File: config.mk
export PLATFORM = sky130hd
export DESIGN_NAME = sender_sequence_monitor_flat
export DESIGN_NICKNAME = d
export VERILOG_FILES = /design/src/rtl/core/ssm_pkg.sv /design/src/rtl/core/ssm_intf.sv /design/src/rtl/core/sender_sequence_monitor.sv /design/src/rtl/core/ssm_table.sv /design/src/flat_wrapper.sv
export SDC_FILE = /design/constraint.sdc
export NUM_CORES = 2
export LEC_CHECK = 0
export BUFFER_PORTS_ARGS = -buffer_cell sky130_fd_sc_hd__buf_2
export CAP_MARGIN = 20
export CORE_UTILIZATION = 35
export CTS_CLUSTER_DIAMETER = 120
export CTS_CLUSTER_SIZE = 20
export DETAILED_ROUTE_END_ITERATION = 6
export GPL_TIMING_DRIVEN = 0
export HOLD_SLACK_MARGIN = 0.06
export SETUP_SLACK_MARGIN = 0.02
export SYNTH_ARGS = -nofsm -noshare
export SYNTH_HDL_FRONTEND = slang
export SYNTH_SLANG_ARGS = --single-unit
File: constraint.sdc
create_clock -name clk -period 19.7 [get_ports clk]
set_input_delay 2.955 -clock clk [delete_from_list [all_inputs] [get_ports clk]]
set_output_delay 2.955 -clock clk [all_outputs]
set_load 0.005 [all_outputs]
File: src/rtl/core/ssm_pkg.sv
// Package: shared types and constants of the sender sequence monitor.
package ssm_pkg;

  localparam int unsigned ID_W      = 32;
  localparam int unsigned SEQ_W     = 31;
  localparam int unsigned TIME_W    = 48;
  localparam int unsigned DLY_W     = 49;
  localparam int unsigned CFG_W     = 32;
  localparam int unsigned CFG_IDX_W = 2;
  localparam int unsigned CNT_OUT_W = 5;

  localparam logic [CFG_W-1:0] USEC_PER_SEC      = 32'd1000000;
  localparam logic [CFG_W-1:0] INTER_LIMIT_RST   = 32'd100000;
  localparam logic [CFG_W-1:0] TRANSIT_LIMIT_RST = 32'd100000;
  localparam logic [CFG_W-1:0] AGE_LIMIT_RST     = 32'(10 * USEC_PER_SEC);

  localparam logic [CFG_IDX_W-1:0] REG_INTER_LIMIT   = 2'd0;
  localparam logic [CFG_IDX_W-1:0] REG_TRANSIT_LIMIT = 2'd1;
  localparam logic [CFG_IDX_W-1:0] REG_AGE_LIMIT     = 2'd2;

  typedef enum logic [2:0] {
    ST_OK    = 3'd0,
    ST_DUP   = 3'd1,
    ST_BACK  = 3'd2,
    ST_GAP   = 3'd3,
    ST_FIRST = 3'd4,
    ST_FULL  = 3'd5
  } status_t;

  typedef enum logic [1:0] {
    S_IDLE,
    S_SCAN,
    S_CALC,
    S_FIN
  } state_t;

  // Commands from the sequencer to the connection table.
  typedef struct packed {
    logic start;
    logic wr_en;
  } tbl_ctl_t;

  // Scan status from the connection table.
  typedef struct packed {
    logic busy;
    logic hit;
    logic free;
  } tbl_stat_t;

endpackage

File: src/rtl/core/ssm_intf.sv
// Interfaces: message header channel and result channel.
interface ssm_in_if import ssm_pkg::*; ();
  logic              valid;
  logic              ready;
  logic [ID_W-1:0]   sender_id;
  logic [SEQ_W-1:0]  seq_number;
  logic [TIME_W-1:0] msg_time;
  logic [TIME_W-1:0] rcv_time;

  modport source(output valid, sender_id, seq_number, msg_time, rcv_time, input ready);
  modport sink(input valid, sender_id, seq_number, msg_time, rcv_time, output ready);
endinterface

interface ssm_out_if import ssm_pkg::*; ();
  logic                 valid;
  logic                 ready;
  logic [2:0]           status;
  logic                 updated;
  logic [DLY_W-1:0]     transit_delay;
  logic [DLY_W-1:0]     inter_delay;
  logic                 transit_late;
  logic                 inter_late;
  logic [CNT_OUT_W-1:0] purged_count;
  logic [CNT_OUT_W-1:0] connections;

  modport source(output valid, status, updated, transit_delay, inter_delay, transit_late,
                 inter_late, purged_count, connections, input ready);
  modport sink(input valid, status, updated, transit_delay, inter_delay, transit_late,
               inter_late, purged_count, connections, output ready);
endinterface

File: src/rtl/core/sender_sequence_monitor.sv
// Top level: per-sender sequence number and delay monitor.
//
//   channel   dir  handshake         carries
//   in_msg    in   valid/ready       sender_id, seq_number, msg_time, rcv_time
//   out_res   out  valid/ready       status, updated, delays, late flags, counts
//   cfg_*     in   cfg_wr_en strobe  cfg_idx selects limit, cfg_wdata value
//
// A transaction is held from accept to result by the linear scan of the entry
// memory, one read per cycle, and then by the calc and final steps.
// in_msg.ready is high only in idle, also while a result waits on out_res.
// A stalled out_res holds the sequencer in its final step; nothing is written
// back to the table until the result register is free.
// rst_n is synchronous: valid bits, counters and limits return to reset.
module sender_sequence_monitor import ssm_pkg::*; #(
  parameter int unsigned TABLE_DEPTH = 16,
  parameter int unsigned ID_BITS     = 32
) (
  input  logic                 clk,
  input  logic                 rst_n,
  ssm_in_if.sink               in_msg,
  ssm_out_if.source            out_res,
  input  logic                 cfg_wr_en,
  input  logic [CFG_IDX_W-1:0] cfg_idx,
  input  logic [CFG_W-1:0]     cfg_wdata
);

  // Only the low ID_BITS of the sender label take part in the match.
  localparam int unsigned KEY_W = (ID_BITS < ID_W) ? ID_BITS : ID_W;
  localparam int unsigned IDX_W = (TABLE_DEPTH > 1) ? $clog2(TABLE_DEPTH) : 1;
  localparam int unsigned CNT_W = $clog2(TABLE_DEPTH + 1);

  // Limit registers
  logic [CFG_W-1:0] inter_lim_r;
  logic [CFG_W-1:0] transit_lim_r;
  logic [CFG_W-1:0] age_lim_r;

  // Sequencer
  state_t state_r;
  state_t state_nxt;

  // Latched message header
  logic [KEY_W-1:0]  key_r;
  logic [SEQ_W-1:0]  seq_r;
  logic [TIME_W-1:0] mt_r;
  logic [TIME_W-1:0] rt_r;

  // Differences, registered in the calc step
  logic [SEQ_W:0]   seq_diff_r;
  logic [DLY_W-1:0] transit_r;
  logic [DLY_W-1:0] inter_r;

  // Result register
  logic                 out_valid_r;
  status_t              status_r;
  logic                 updated_r;
  logic [DLY_W-1:0]     transit_out_r;
  logic [DLY_W-1:0]     inter_out_r;
  logic                 transit_late_r;
  logic                 inter_late_r;
  logic [CNT_OUT_W-1:0] purged_out_r;
  logic [CNT_OUT_W-1:0] conn_out_r;

  // Table link
  tbl_ctl_t          tctl;
  tbl_stat_t         tstat;
  logic [IDX_W-1:0]  hit_idx;
  logic [SEQ_W-1:0]  hit_seq;
  logic [TIME_W-1:0] hit_time;
  logic [IDX_W-1:0]  free_idx;
  logic [CNT_W-1:0]  purged;
  logic [CNT_W-1:0]  live;

  // Final-step decision
  logic             in_acc;
  logic             fin_go;
  status_t          status_c;
  logic             upd_c;
  logic             show_transit;
  logic             show_inter;
  logic             transit_late_c;
  logic             inter_late_c;
  logic [CNT_W-1:0] conn_c;

  assign in_acc = in_msg.valid && in_msg.ready;
  assign fin_go = (state_r == S_FIN) && (!out_valid_r || out_res.ready);

  always_ff @(posedge clk) begin
    if (!rst_n) begin
      inter_lim_r   <= INTER_LIMIT_RST;
      transit_lim_r <= TRANSIT_LIMIT_RST;
      age_lim_r     <= AGE_LIMIT_RST;
    end else if (cfg_wr_en) begin
      case (cfg_idx)
        REG_INTER_LIMIT:   inter_lim_r   <= cfg_wdata;
        REG_TRANSIT_LIMIT: transit_lim_r <= cfg_wdata;
        REG_AGE_LIMIT:     age_lim_r     <= cfg_wdata;
        default: ;
      endcase
    end
  end

  // Next state
  always_comb begin
    state_nxt = state_r;
    case (state_r)
      S_IDLE: if (in_msg.valid) state_nxt = S_SCAN;
      S_SCAN: if (!tstat.busy) state_nxt = S_CALC;
      S_CALC: state_nxt = S_FIN;
      S_FIN:  if (fin_go) state_nxt = S_IDLE;
      default: state_nxt = S_IDLE;
    endcase
  end

  always_ff @(posedge clk) begin
    if (!rst_n) begin
      state_r <= S_IDLE;
    end else begin
      state_r <= state_nxt;
    end
  end

  // Sequencer outputs
  always_comb begin
    in_msg.ready = (state_r == S_IDLE);
    tctl.start   = in_acc;
    tctl.wr_en   = fin_go && upd_c;
  end

  always_ff @(posedge clk) begin
    if (in_acc) begin
      key_r <= in_msg.sender_id[KEY_W-1:0];
      seq_r <= in_msg.seq_number;
      mt_r  <= in_msg.msg_time;
      rt_r  <= in_msg.rcv_time;
    end
    if (state_r == S_CALC) begin
      seq_diff_r <= {1'b0, seq_r} - {1'b0, hit_seq};
      transit_r  <= {1'b0, rt_r} - {1'b0, mt_r};
      inter_r    <= {1'b0, mt_r} - {1'b0, hit_time};
    end
  end

  ssm_table #(
    .TABLE_DEPTH (TABLE_DEPTH),
    .KEY_W       (KEY_W)
  ) u_table (
    .clk       (clk),
    .rst_n     (rst_n),
    .ctl       (tctl),
    .key       (key_r),
    .rcv_time  (rt_r),
    .age_limit (age_lim_r),
    .wr_idx    (tstat.hit ? hit_idx : free_idx),
    .wr_seq    (seq_r),
    .wr_time   (mt_r),
    .stat      (tstat),
    .hit_idx   (hit_idx),
    .hit_seq   (hit_seq),
    .hit_time  (hit_time),
    .free_idx  (free_idx),
    .purged    (purged),
    .live      (live)
  );

  // Classification. Known sender: sign and value of the sequence step.
  // Unknown sender: created in the first free slot unless the table is full.
  always_comb begin
    status_c     = ST_OK;
    upd_c        = 1'b0;
    show_transit = 1'b0;
    show_inter   = 1'b0;
    conn_c       = live;
    if (tstat.hit) begin
      if (seq_diff_r == (SEQ_W+1)'(1)) begin
        status_c = ST_OK;
      end else if (seq_diff_r == '0) begin
        status_c = ST_DUP;
      end else if (seq_diff_r[SEQ_W]) begin
        status_c = ST_BACK;
      end else begin
        status_c = ST_GAP;
      end
      upd_c        = (status_c == ST_OK) || (status_c == ST_GAP);
      show_transit = upd_c;
      show_inter   = upd_c;
    end else if (!tstat.free) begin
      status_c = ST_FULL;
    end else begin
      upd_c  = 1'b1;
      conn_c = live + CNT_W'(1);
      if (live == '0) begin
        // first entry into an empty table is not checked
        status_c = ST_FIRST;
      end else begin
        status_c     = (seq_r == SEQ_W'(1)) ? ST_OK : ST_GAP;
        show_transit = 1'b1;
      end
    end
    transit_late_c = show_transit &&
                     ($signed(transit_r) > $signed({{(DLY_W-CFG_W){1'b0}}, transit_lim_r}));
    inter_late_c   = show_inter &&
                     ($signed(inter_r) > $signed({{(DLY_W-CFG_W){1'b0}}, inter_lim_r}));
  end

  always_ff @(posedge clk) begin
    if (!rst_n) begin
      out_valid_r <= 1'b0;
    end else if (fin_go) begin
      out_valid_r <= 1'b1;
    end else if (out_res.ready) begin
      out_valid_r <= 1'b0;
    end
  end

  always_ff @(posedge clk) begin
    if (fin_go) begin
      status_r       <= status_c;
      updated_r      <= upd_c;
      transit_out_r  <= show_transit ? transit_r : '0;
      inter_out_r    <= show_inter ? inter_r : '0;
      transit_late_r <= transit_late_c;
      inter_late_r   <= inter_late_c;
      purged_out_r   <= CNT_OUT_W'(purged);
      conn_out_r     <= CNT_OUT_W'(conn_c);
    end
  end

  assign out_res.valid         = out_valid_r;
  assign out_res.status        = status_r;
  assign out_res.updated       = updated_r;
  assign out_res.transit_delay = transit_out_r;
  assign out_res.inter_delay   = inter_out_r;
  assign out_res.transit_late  = transit_late_r;
  assign out_res.inter_late    = inter_late_r;
  assign out_res.purged_count  = purged_out_r;
  assign out_res.connections   = conn_out_r;

endmodule

File: src/rtl/core/ssm_table.sv
// Connection table: entry memory, valid bits, aging and lookup scan.
module ssm_table import ssm_pkg::*; #(
  parameter int unsigned TABLE_DEPTH = 16,
  parameter int unsigned KEY_W       = 32,
  localparam int unsigned IDX_W      = (TABLE_DEPTH > 1) ? $clog2(TABLE_DEPTH) : 1,
  localparam int unsigned CNT_W      = $clog2(TABLE_DEPTH + 1)
) (
  input  logic              clk,
  input  logic              rst_n,
  input  tbl_ctl_t          ctl,
  input  logic [KEY_W-1:0]  key,
  input  logic [TIME_W-1:0] rcv_time,
  input  logic [CFG_W-1:0]  age_limit,
  input  logic [IDX_W-1:0]  wr_idx,
  input  logic [SEQ_W-1:0]  wr_seq,
  input  logic [TIME_W-1:0] wr_time,
  output tbl_stat_t         stat,
  output logic [IDX_W-1:0]  hit_idx,
  output logic [SEQ_W-1:0]  hit_seq,
  output logic [TIME_W-1:0] hit_time,
  output logic [IDX_W-1:0]  free_idx,
  output logic [CNT_W-1:0]  purged,
  output logic [CNT_W-1:0]  live
);

  localparam int unsigned ENT_W = KEY_W + SEQ_W + TIME_W;

  logic [ENT_W-1:0]       mem [TABLE_DEPTH];
  logic [ENT_W-1:0]       rd_data_r;
  logic [TABLE_DEPTH-1:0] valid_r;

  logic                   scan_r;
  logic [CNT_W-1:0]       iss_cnt_r;
  logic                   pend_r;
  logic [IDX_W-1:0]       pidx_r;

  logic                   hit_r;
  logic                   free_r;
  logic [IDX_W-1:0]       hit_idx_r;
  logic [SEQ_W-1:0]       hit_seq_r;
  logic [TIME_W-1:0]      hit_time_r;
  logic [IDX_W-1:0]       free_idx_r;
  logic [CNT_W-1:0]       purged_r;
  logic [CNT_W-1:0]       live_r;

  logic                   issue;
  logic [KEY_W-1:0]       e_key;
  logic [SEQ_W-1:0]       e_seq;
  logic [TIME_W-1:0]      e_time;
  logic [DLY_W-1:0]       age_diff;
  logic                   e_valid;
  logic                   purge;
  logic                   e_live;

  assign issue = scan_r && (iss_cnt_r != CNT_W'(TABLE_DEPTH));

  assign {e_key, e_seq, e_time} = rd_data_r;
  assign e_valid  = valid_r[pidx_r];
  // rcv_time >= entry_time and the distance reaches the age limit
  assign age_diff = {1'b0, rcv_time} - {1'b0, e_time};
  assign purge    = e_valid && !age_diff[DLY_W-1] &&
                    (age_diff[TIME_W-1:0] >= {{(TIME_W-CFG_W){1'b0}}, age_limit});
  assign e_live   = e_valid && !purge;

  // Entry memory, one read port for the scan and one write port.
  always_ff @(posedge clk) begin
    if (ctl.wr_en) begin
      mem[wr_idx] <= {key, wr_seq, wr_time};
    end
    if (issue) begin
      rd_data_r <= mem[iss_cnt_r[IDX_W-1:0]];
    end
  end

  always_ff @(posedge clk) begin
    if (!rst_n) begin
      valid_r <= '0;
    end else begin
      if (pend_r && purge) begin
        valid_r[pidx_r] <= 1'b0;
      end
      if (ctl.wr_en) begin
        valid_r[wr_idx] <= 1'b1;
      end
    end
  end

  always_ff @(posedge clk) begin
    if (!rst_n) begin
      scan_r    <= 1'b0;
      iss_cnt_r <= '0;
      pend_r    <= 1'b0;
      hit_r     <= 1'b0;
      free_r    <= 1'b0;
      purged_r  <= '0;
      live_r    <= '0;
    end else if (ctl.start) begin
      scan_r    <= 1'b1;
      iss_cnt_r <= '0;
      pend_r    <= 1'b0;
      hit_r     <= 1'b0;
      free_r    <= 1'b0;
      purged_r  <= '0;
      live_r    <= '0;
    end else begin
      pend_r <= issue;
      if (issue) begin
        iss_cnt_r <= iss_cnt_r + CNT_W'(1);
      end
      if (scan_r && !issue && !pend_r) begin
        scan_r <= 1'b0;
      end
      if (pend_r) begin
        if (purge) begin
          purged_r <= purged_r + CNT_W'(1);
        end
        if (e_live) begin
          live_r <= live_r + CNT_W'(1);
          if (!hit_r && (e_key == key)) begin
            hit_r <= 1'b1;
          end
        end else if (!free_r) begin
          free_r <= 1'b1;
        end
      end
    end
  end

  // Payload of the matching and the free slot.
  always_ff @(posedge clk) begin
    if (issue) begin
      pidx_r <= iss_cnt_r[IDX_W-1:0];
    end
    if (pend_r && e_live && !hit_r && (e_key == key)) begin
      hit_idx_r  <= pidx_r;
      hit_seq_r  <= e_seq;
      hit_time_r <= e_time;
    end
    if (pend_r && !e_live && !free_r) begin
      free_idx_r <= pidx_r;
    end
  end

  assign stat.busy = scan_r;
  assign stat.hit  = hit_r;
  assign stat.free = free_r;
  assign hit_idx   = hit_idx_r;
  assign hit_seq   = hit_seq_r;
  assign hit_time  = hit_time_r;
  assign free_idx  = free_idx_r;
  assign purged    = purged_r;
  assign live      = live_r;

endmodule

File: src/flat_wrapper.sv
// flat-port wrapper written by rule: the top's interface ports become plain ports
module sender_sequence_monitor_flat import ssm_pkg::*;
#(
  parameter int unsigned TABLE_DEPTH = 16,
  parameter int unsigned ID_BITS     = 32
)
  (clk, rst_n, cfg_wr_en, cfg_idx, cfg_wdata, in_msg_valid, in_msg_sender_id, in_msg_seq_number, in_msg_msg_time, in_msg_rcv_time, in_msg_ready, out_res_valid, out_res_status, out_res_updated, out_res_transit_delay, out_res_inter_delay, out_res_transit_late, out_res_inter_late, out_res_purged_count, out_res_connections, out_res_ready);
  ssm_in_if in_msg_i ();
  ssm_out_if out_res_i ();
  input  logic clk;
  input  logic rst_n;
  input  logic cfg_wr_en;
  input  logic [CFG_IDX_W-1:0] cfg_idx;
  input  logic [CFG_W-1:0] cfg_wdata;
  input wire logic [$bits(in_msg_i.valid)-1:0] in_msg_valid;
  input wire logic [$bits(in_msg_i.sender_id)-1:0] in_msg_sender_id;
  input wire logic [$bits(in_msg_i.seq_number)-1:0] in_msg_seq_number;
  input wire logic [$bits(in_msg_i.msg_time)-1:0] in_msg_msg_time;
  input wire logic [$bits(in_msg_i.rcv_time)-1:0] in_msg_rcv_time;
  output wire logic [$bits(in_msg_i.ready)-1:0] in_msg_ready;
  output wire logic [$bits(out_res_i.valid)-1:0] out_res_valid;
  output wire logic [$bits(out_res_i.status)-1:0] out_res_status;
  output wire logic [$bits(out_res_i.updated)-1:0] out_res_updated;
  output wire logic [$bits(out_res_i.transit_delay)-1:0] out_res_transit_delay;
  output wire logic [$bits(out_res_i.inter_delay)-1:0] out_res_inter_delay;
  output wire logic [$bits(out_res_i.transit_late)-1:0] out_res_transit_late;
  output wire logic [$bits(out_res_i.inter_late)-1:0] out_res_inter_late;
  output wire logic [$bits(out_res_i.purged_count)-1:0] out_res_purged_count;
  output wire logic [$bits(out_res_i.connections)-1:0] out_res_connections;
  input wire logic [$bits(out_res_i.ready)-1:0] out_res_ready;
  assign in_msg_i.valid = in_msg_valid;
  assign in_msg_i.sender_id = in_msg_sender_id;
  assign in_msg_i.seq_number = in_msg_seq_number;
  assign in_msg_i.msg_time = in_msg_msg_time;
  assign in_msg_i.rcv_time = in_msg_rcv_time;
  assign in_msg_ready = in_msg_i.ready;
  assign out_res_valid = out_res_i.valid;
  assign out_res_status = out_res_i.status;
  assign out_res_updated = out_res_i.updated;
  assign out_res_transit_delay = out_res_i.transit_delay;
  assign out_res_inter_delay = out_res_i.inter_delay;
  assign out_res_transit_late = out_res_i.transit_late;
  assign out_res_inter_late = out_res_i.inter_late;
  assign out_res_purged_count = out_res_i.purged_count;
  assign out_res_connections = out_res_i.connections;
  assign out_res_i.ready = out_res_ready;
  sender_sequence_monitor #(.TABLE_DEPTH(TABLE_DEPTH), .ID_BITS(ID_BITS)) u_core (.clk(clk), .rst_n(rst_n), .in_msg(in_msg_i), .out_res(out_res_i), .cfg_wr_en(cfg_wr_en), .cfg_idx(cfg_idx), .cfg_wdata(cfg_wdata));
endmodule
==> impl_metrics.yaml <==
power:
  pwr-share-comb: 0.184
  ir_drop_mv: 0.0813
  power_density_mw_per_mm2: 103
  seqPwrFrac: 0.557
  switching_share: 0.277
  p_total_mw: 12.1
  leakage_nw: 37.9
  p_switching_mw: 3.35
  intPower_mw: 8.75
  clockPowerShare: 0.260
worst_setup_path:
  worst-r2r-cell-count: 24
  critPathLaunchType: "flip-flop"
  cp_common_cell: "buf_6"
  critPathKind: "reg -> reg"
  critPathArrivalTime_ns: 8.95
  cp_slowest_stage_delay_ns: 0.82
  crit_required_ns: 20.25
  crit_chain: "ha_1, clkbuf_1, nand4_1, nor4_1, nand3_1, nor2_1, nand2_1, nand2_1, xor2_1, ha_1, inv_1, o22ai_1, nor4_1, o211ai_1, a211oi_1, nand4_1, a211oi_1, or4b_1, o31a_1, buf_6, nor4_4, buf_6, buf_8, buf_6"
  endpoint_kind: "flip-flop"
  crit_slowest_cell: "nor4_4"
  path_max_fanout: 15
  rr_endpoint: "u_core.u_table.hit_time[2]"
  r2r-start: "u_core.rt_r[28]"
  reg2reg_setup_slack_ns: 11.29
sta:
  rsz0062_at_grt: "false"
  slew_headroom: 0.0926
  tightest_slew_ns: 1.35
  min_period_ns: 8.41
  finalHoldViolCount: 0
  clock.fmax_mhz: 119
  min_period_over_period: 0.427
  finalSetupViolations: 0
  fin_skew_ns: 0.0870
  finalSetupTns_ns: 0
  drv_slew: 0
global_route:
  grt_pass1_wl_um: 387000
  antenna_found_initial: 23
  groute.usage.overall: 0.179
  grt_max_degree: 66
  grt_pass1_vias: 55300
  grt_overflow: 0
synth:
  synth-edff-count: 2381
  async_flop_share: 0
  ys_top_cells_by_area: "edfxtp_1 69%, mux4_2 12%, ha_1 3.4%"
  synth_cell_types: 95
  synth_top_cell_by_area: "edfxtp_1"
  ys_seq_elements: 2515
  ys_warn_count: 0
  netlist_area_mm2: 0.103
  synth.avg_cell_area_um2: 18.1
  synth_most_common_cell: "edfxtp_1"
  synth_top_flop_cell: "edfxtp_1"
  yosys-top-cells-count: "2,381 x edfxtp_1, 560 x mux4_2, 341 x inv_1, 282 x nand2_1, 280 x ha_1"
  ys_seq_area_frac: 0.718
  syn_nets: 6194
  synthCells: 5712
  netlist.area_leader.share: 0.692
die:
  die_y_um: 545
  num_rows: 199
  core_area_mm2: 0.294
  initial_utilization: 0.352
  die_area_mm2: 0.297
  die_width_um: 545
  io_pins: 314
clock_tree:
  clk_pin_slew_ns: 0.09
  h-tree-depth: 4
  cts_root_buf: "clkbuf_16"
  cts_tree: "done"
  post_cts_buffers: 0
  ctsHoldBuffers: 0
  cts_inserted_buffers: 153
  clockBufferDepth: 4
  cts_resized: 0
  insertion_delay_ns: 0.86
  cts.sinks: 2515
drt:
  route.vias.total: 54400
  drtPass1Iterations: 5
  wirelength_um: 271000
  drt_first_iter_violations: 5506
  drtAntennaViolNets: 0
  via_per_inst: 5.27
  wl_per_cell_um: 26.2
  drc: 0
job:
  maxCapViolCount: 0
placement:
  hpwl_um: 191000
  place_congestion: 0.875
  io_buffer_count: 312
final_layout:
  drive_gt1_frac: 0.199
  syn_to_final_growth_pct: 13.6
  nets: 6830
worst_hold_path:
  holdCritStartpoint: "u_core.u_table.rd_data_r[77]"
  hold_path_class: "reg -> reg"
  min_to: "u_core.u_table.hit_seq[29]"
  whs_path_depth: 0
status:
  outcome: "finished, final reports clean"
-- metal layers --
layer | up-vias | part of all wire | global-route usage
li1 | 23800 | - | -
met1 | 28500 | 0.43 | 0.249
met2 | 1769 | 0.48 | 0.296
met3 | 321 | 0.057 | 0.0231
met4 | 8 | 0.026 | 0.0437
met5 | - | 0.00018 | 0
-- power groups by stage --
stage	combinational (mW)	sequential (mW)	clock [mW]
6_report	2.22	6.74	3.14
4_1_cts	2.21	6.73	3.23
5_1_grt	2.43	6.77	3.39
2_1_floorplan	1.50	6.69	0
3_3_place_gp	2.10	6.90	0
3_5_place_dp	2.20	6.85	0
-- registers in the layout, summed over array words and instances (netlist names), 5 cells and up --
register / count
u_core.out_res.connections: 5
u_core.seq_r: 31
u_core.transit_lim_r: 32
u_core.u_table.valid_r: 16
u_core.out_res.purged_count: 5
u_core.u_table.hit_seq: 31
u_core.out_res.inter_delay: 49
u_core.u_table.live: 5
u_core.age_lim_r: 32
u_core.u_table.rd_data_r: 111
u_core.rt_r: 48
u_core.seq_diff_r: 32
u_core.transit_r: 49
u_core.u_table.iss_cnt_r: 5
u_core.inter_lim_r: 32
u_core.u_table.hit_time: 48
u_core.u_table.purged: 5
u_core.u_table.mem: 1776
u_core.out_res.transit_delay: 49
u_core.key_r: 32
u_core.inter_r: 49
u_core.mt_r: 48
-- cell type report --
class | count | area (um^2)
antenna | 4 | 10.0
multi-input combinational | 2651 | 27200
tap | 3919 | 4900
sequential | 2515 | 74200
inverter | 342 | 1300
buffer | 204 | 778
clock buffer | 191 | 4040
fill | 26200 | 176000
clock inverter | 8 | 82.6
timing repair buffer | 481 | 4840
-- layout by cell type (no fill, tap or decap), types with 57 or more instances in the layout --
cell / n
dfxtp_1: 134
nor2b_1: 82
xnor2_1: 124
nor2_1: 133
nand2_1: 282
clkbuf_1: 190
buf_2: 317
o21ai_0: 112
a21o_1: 104
nand3_1: 57
ha_1: 279
edfxtp_1: 2381
buf_12: 79
and2_1: 57
mux4_2: 560
inv_1: 339
clkbuf_16: 156
a21oi_1: 275
-- kinds of logic (layout without fill, tap and decap cells) --
| group | after synthesis | count (layout) | share of synthesized area |
|---|---|---|---|
| AOI/OAI and AO/OA | 757 | 757 | 0.0473 |
| and+or+nand+nor | 871 | 871 | 0.0421 |
| other | 0 | 4 | 0 |
| muxes | 567 | 567 | 0.123 |
| adders and majority gates | 284 | 284 | 0.0347 |
| DFF | 2515 | 2515 | 0.718 |
| xor gates and xnor gates | 172 | 172 | 0.0146 |
| buffers and inverters | 546 | 1226 | 0.0200 |
-- worst max-delay path: cells and delay by family (launching register included) --
| family | cells | cell delay, ns |
|---|---|---|
| simple gates | 10 | 4.08 |
| compound gates | 5 | 1.40 |
| buf+inv | 6 | 1.35 |
| fa+ha+maj | 2 | 0.59 |
| flops | 1 | 0.53 |
| xor+xnor | 1 | 0.15 |
-- metrics by stage --
| stage | worst slack (ns) | std cells | area [um^2] | hold WS [ns] | util |
|---|---|---|---|---|---|
| global placement | -5.32 | 9943 | 110000 | 0.402 | 0.374 |
| global route | 10.93 | 10300 | 117000 | 0.428 | 0.400 |
| finish | 11.29 | 10300 | 117000 | 0.425 | 0.400 |
| CTS | 11.29 | 10300 | 117000 | 0.425 | 0.398 |
| detailed placement | 11.33 | 10100 | 113000 | 0.405 | 0.384 |
| floorplan | 5.24 | 5712 | 103000 | 0.400 | - |
-- worst max-delay path by stage --
stage	start	endpoint	cells after the start
floorplan	out_res_ready	u_core.u_table.valid_r[4]	6
global placement	out_res_ready	u_core.u_table.valid_r[4]	7
detailed placement	u_core.rt_r[27]	u_core.u_table.hit_time[1]	24
CTS	u_core.rt_r[28]	u_core.u_table.hit_time[0]	24
global route	u_core.rt_r[27]	u_core.u_table.hit_time[0]	24
finish	u_core.rt_r[28]	u_core.u_table.hit_time[2]	24
No activity file was read; power rests on OpenSTA's default activity.
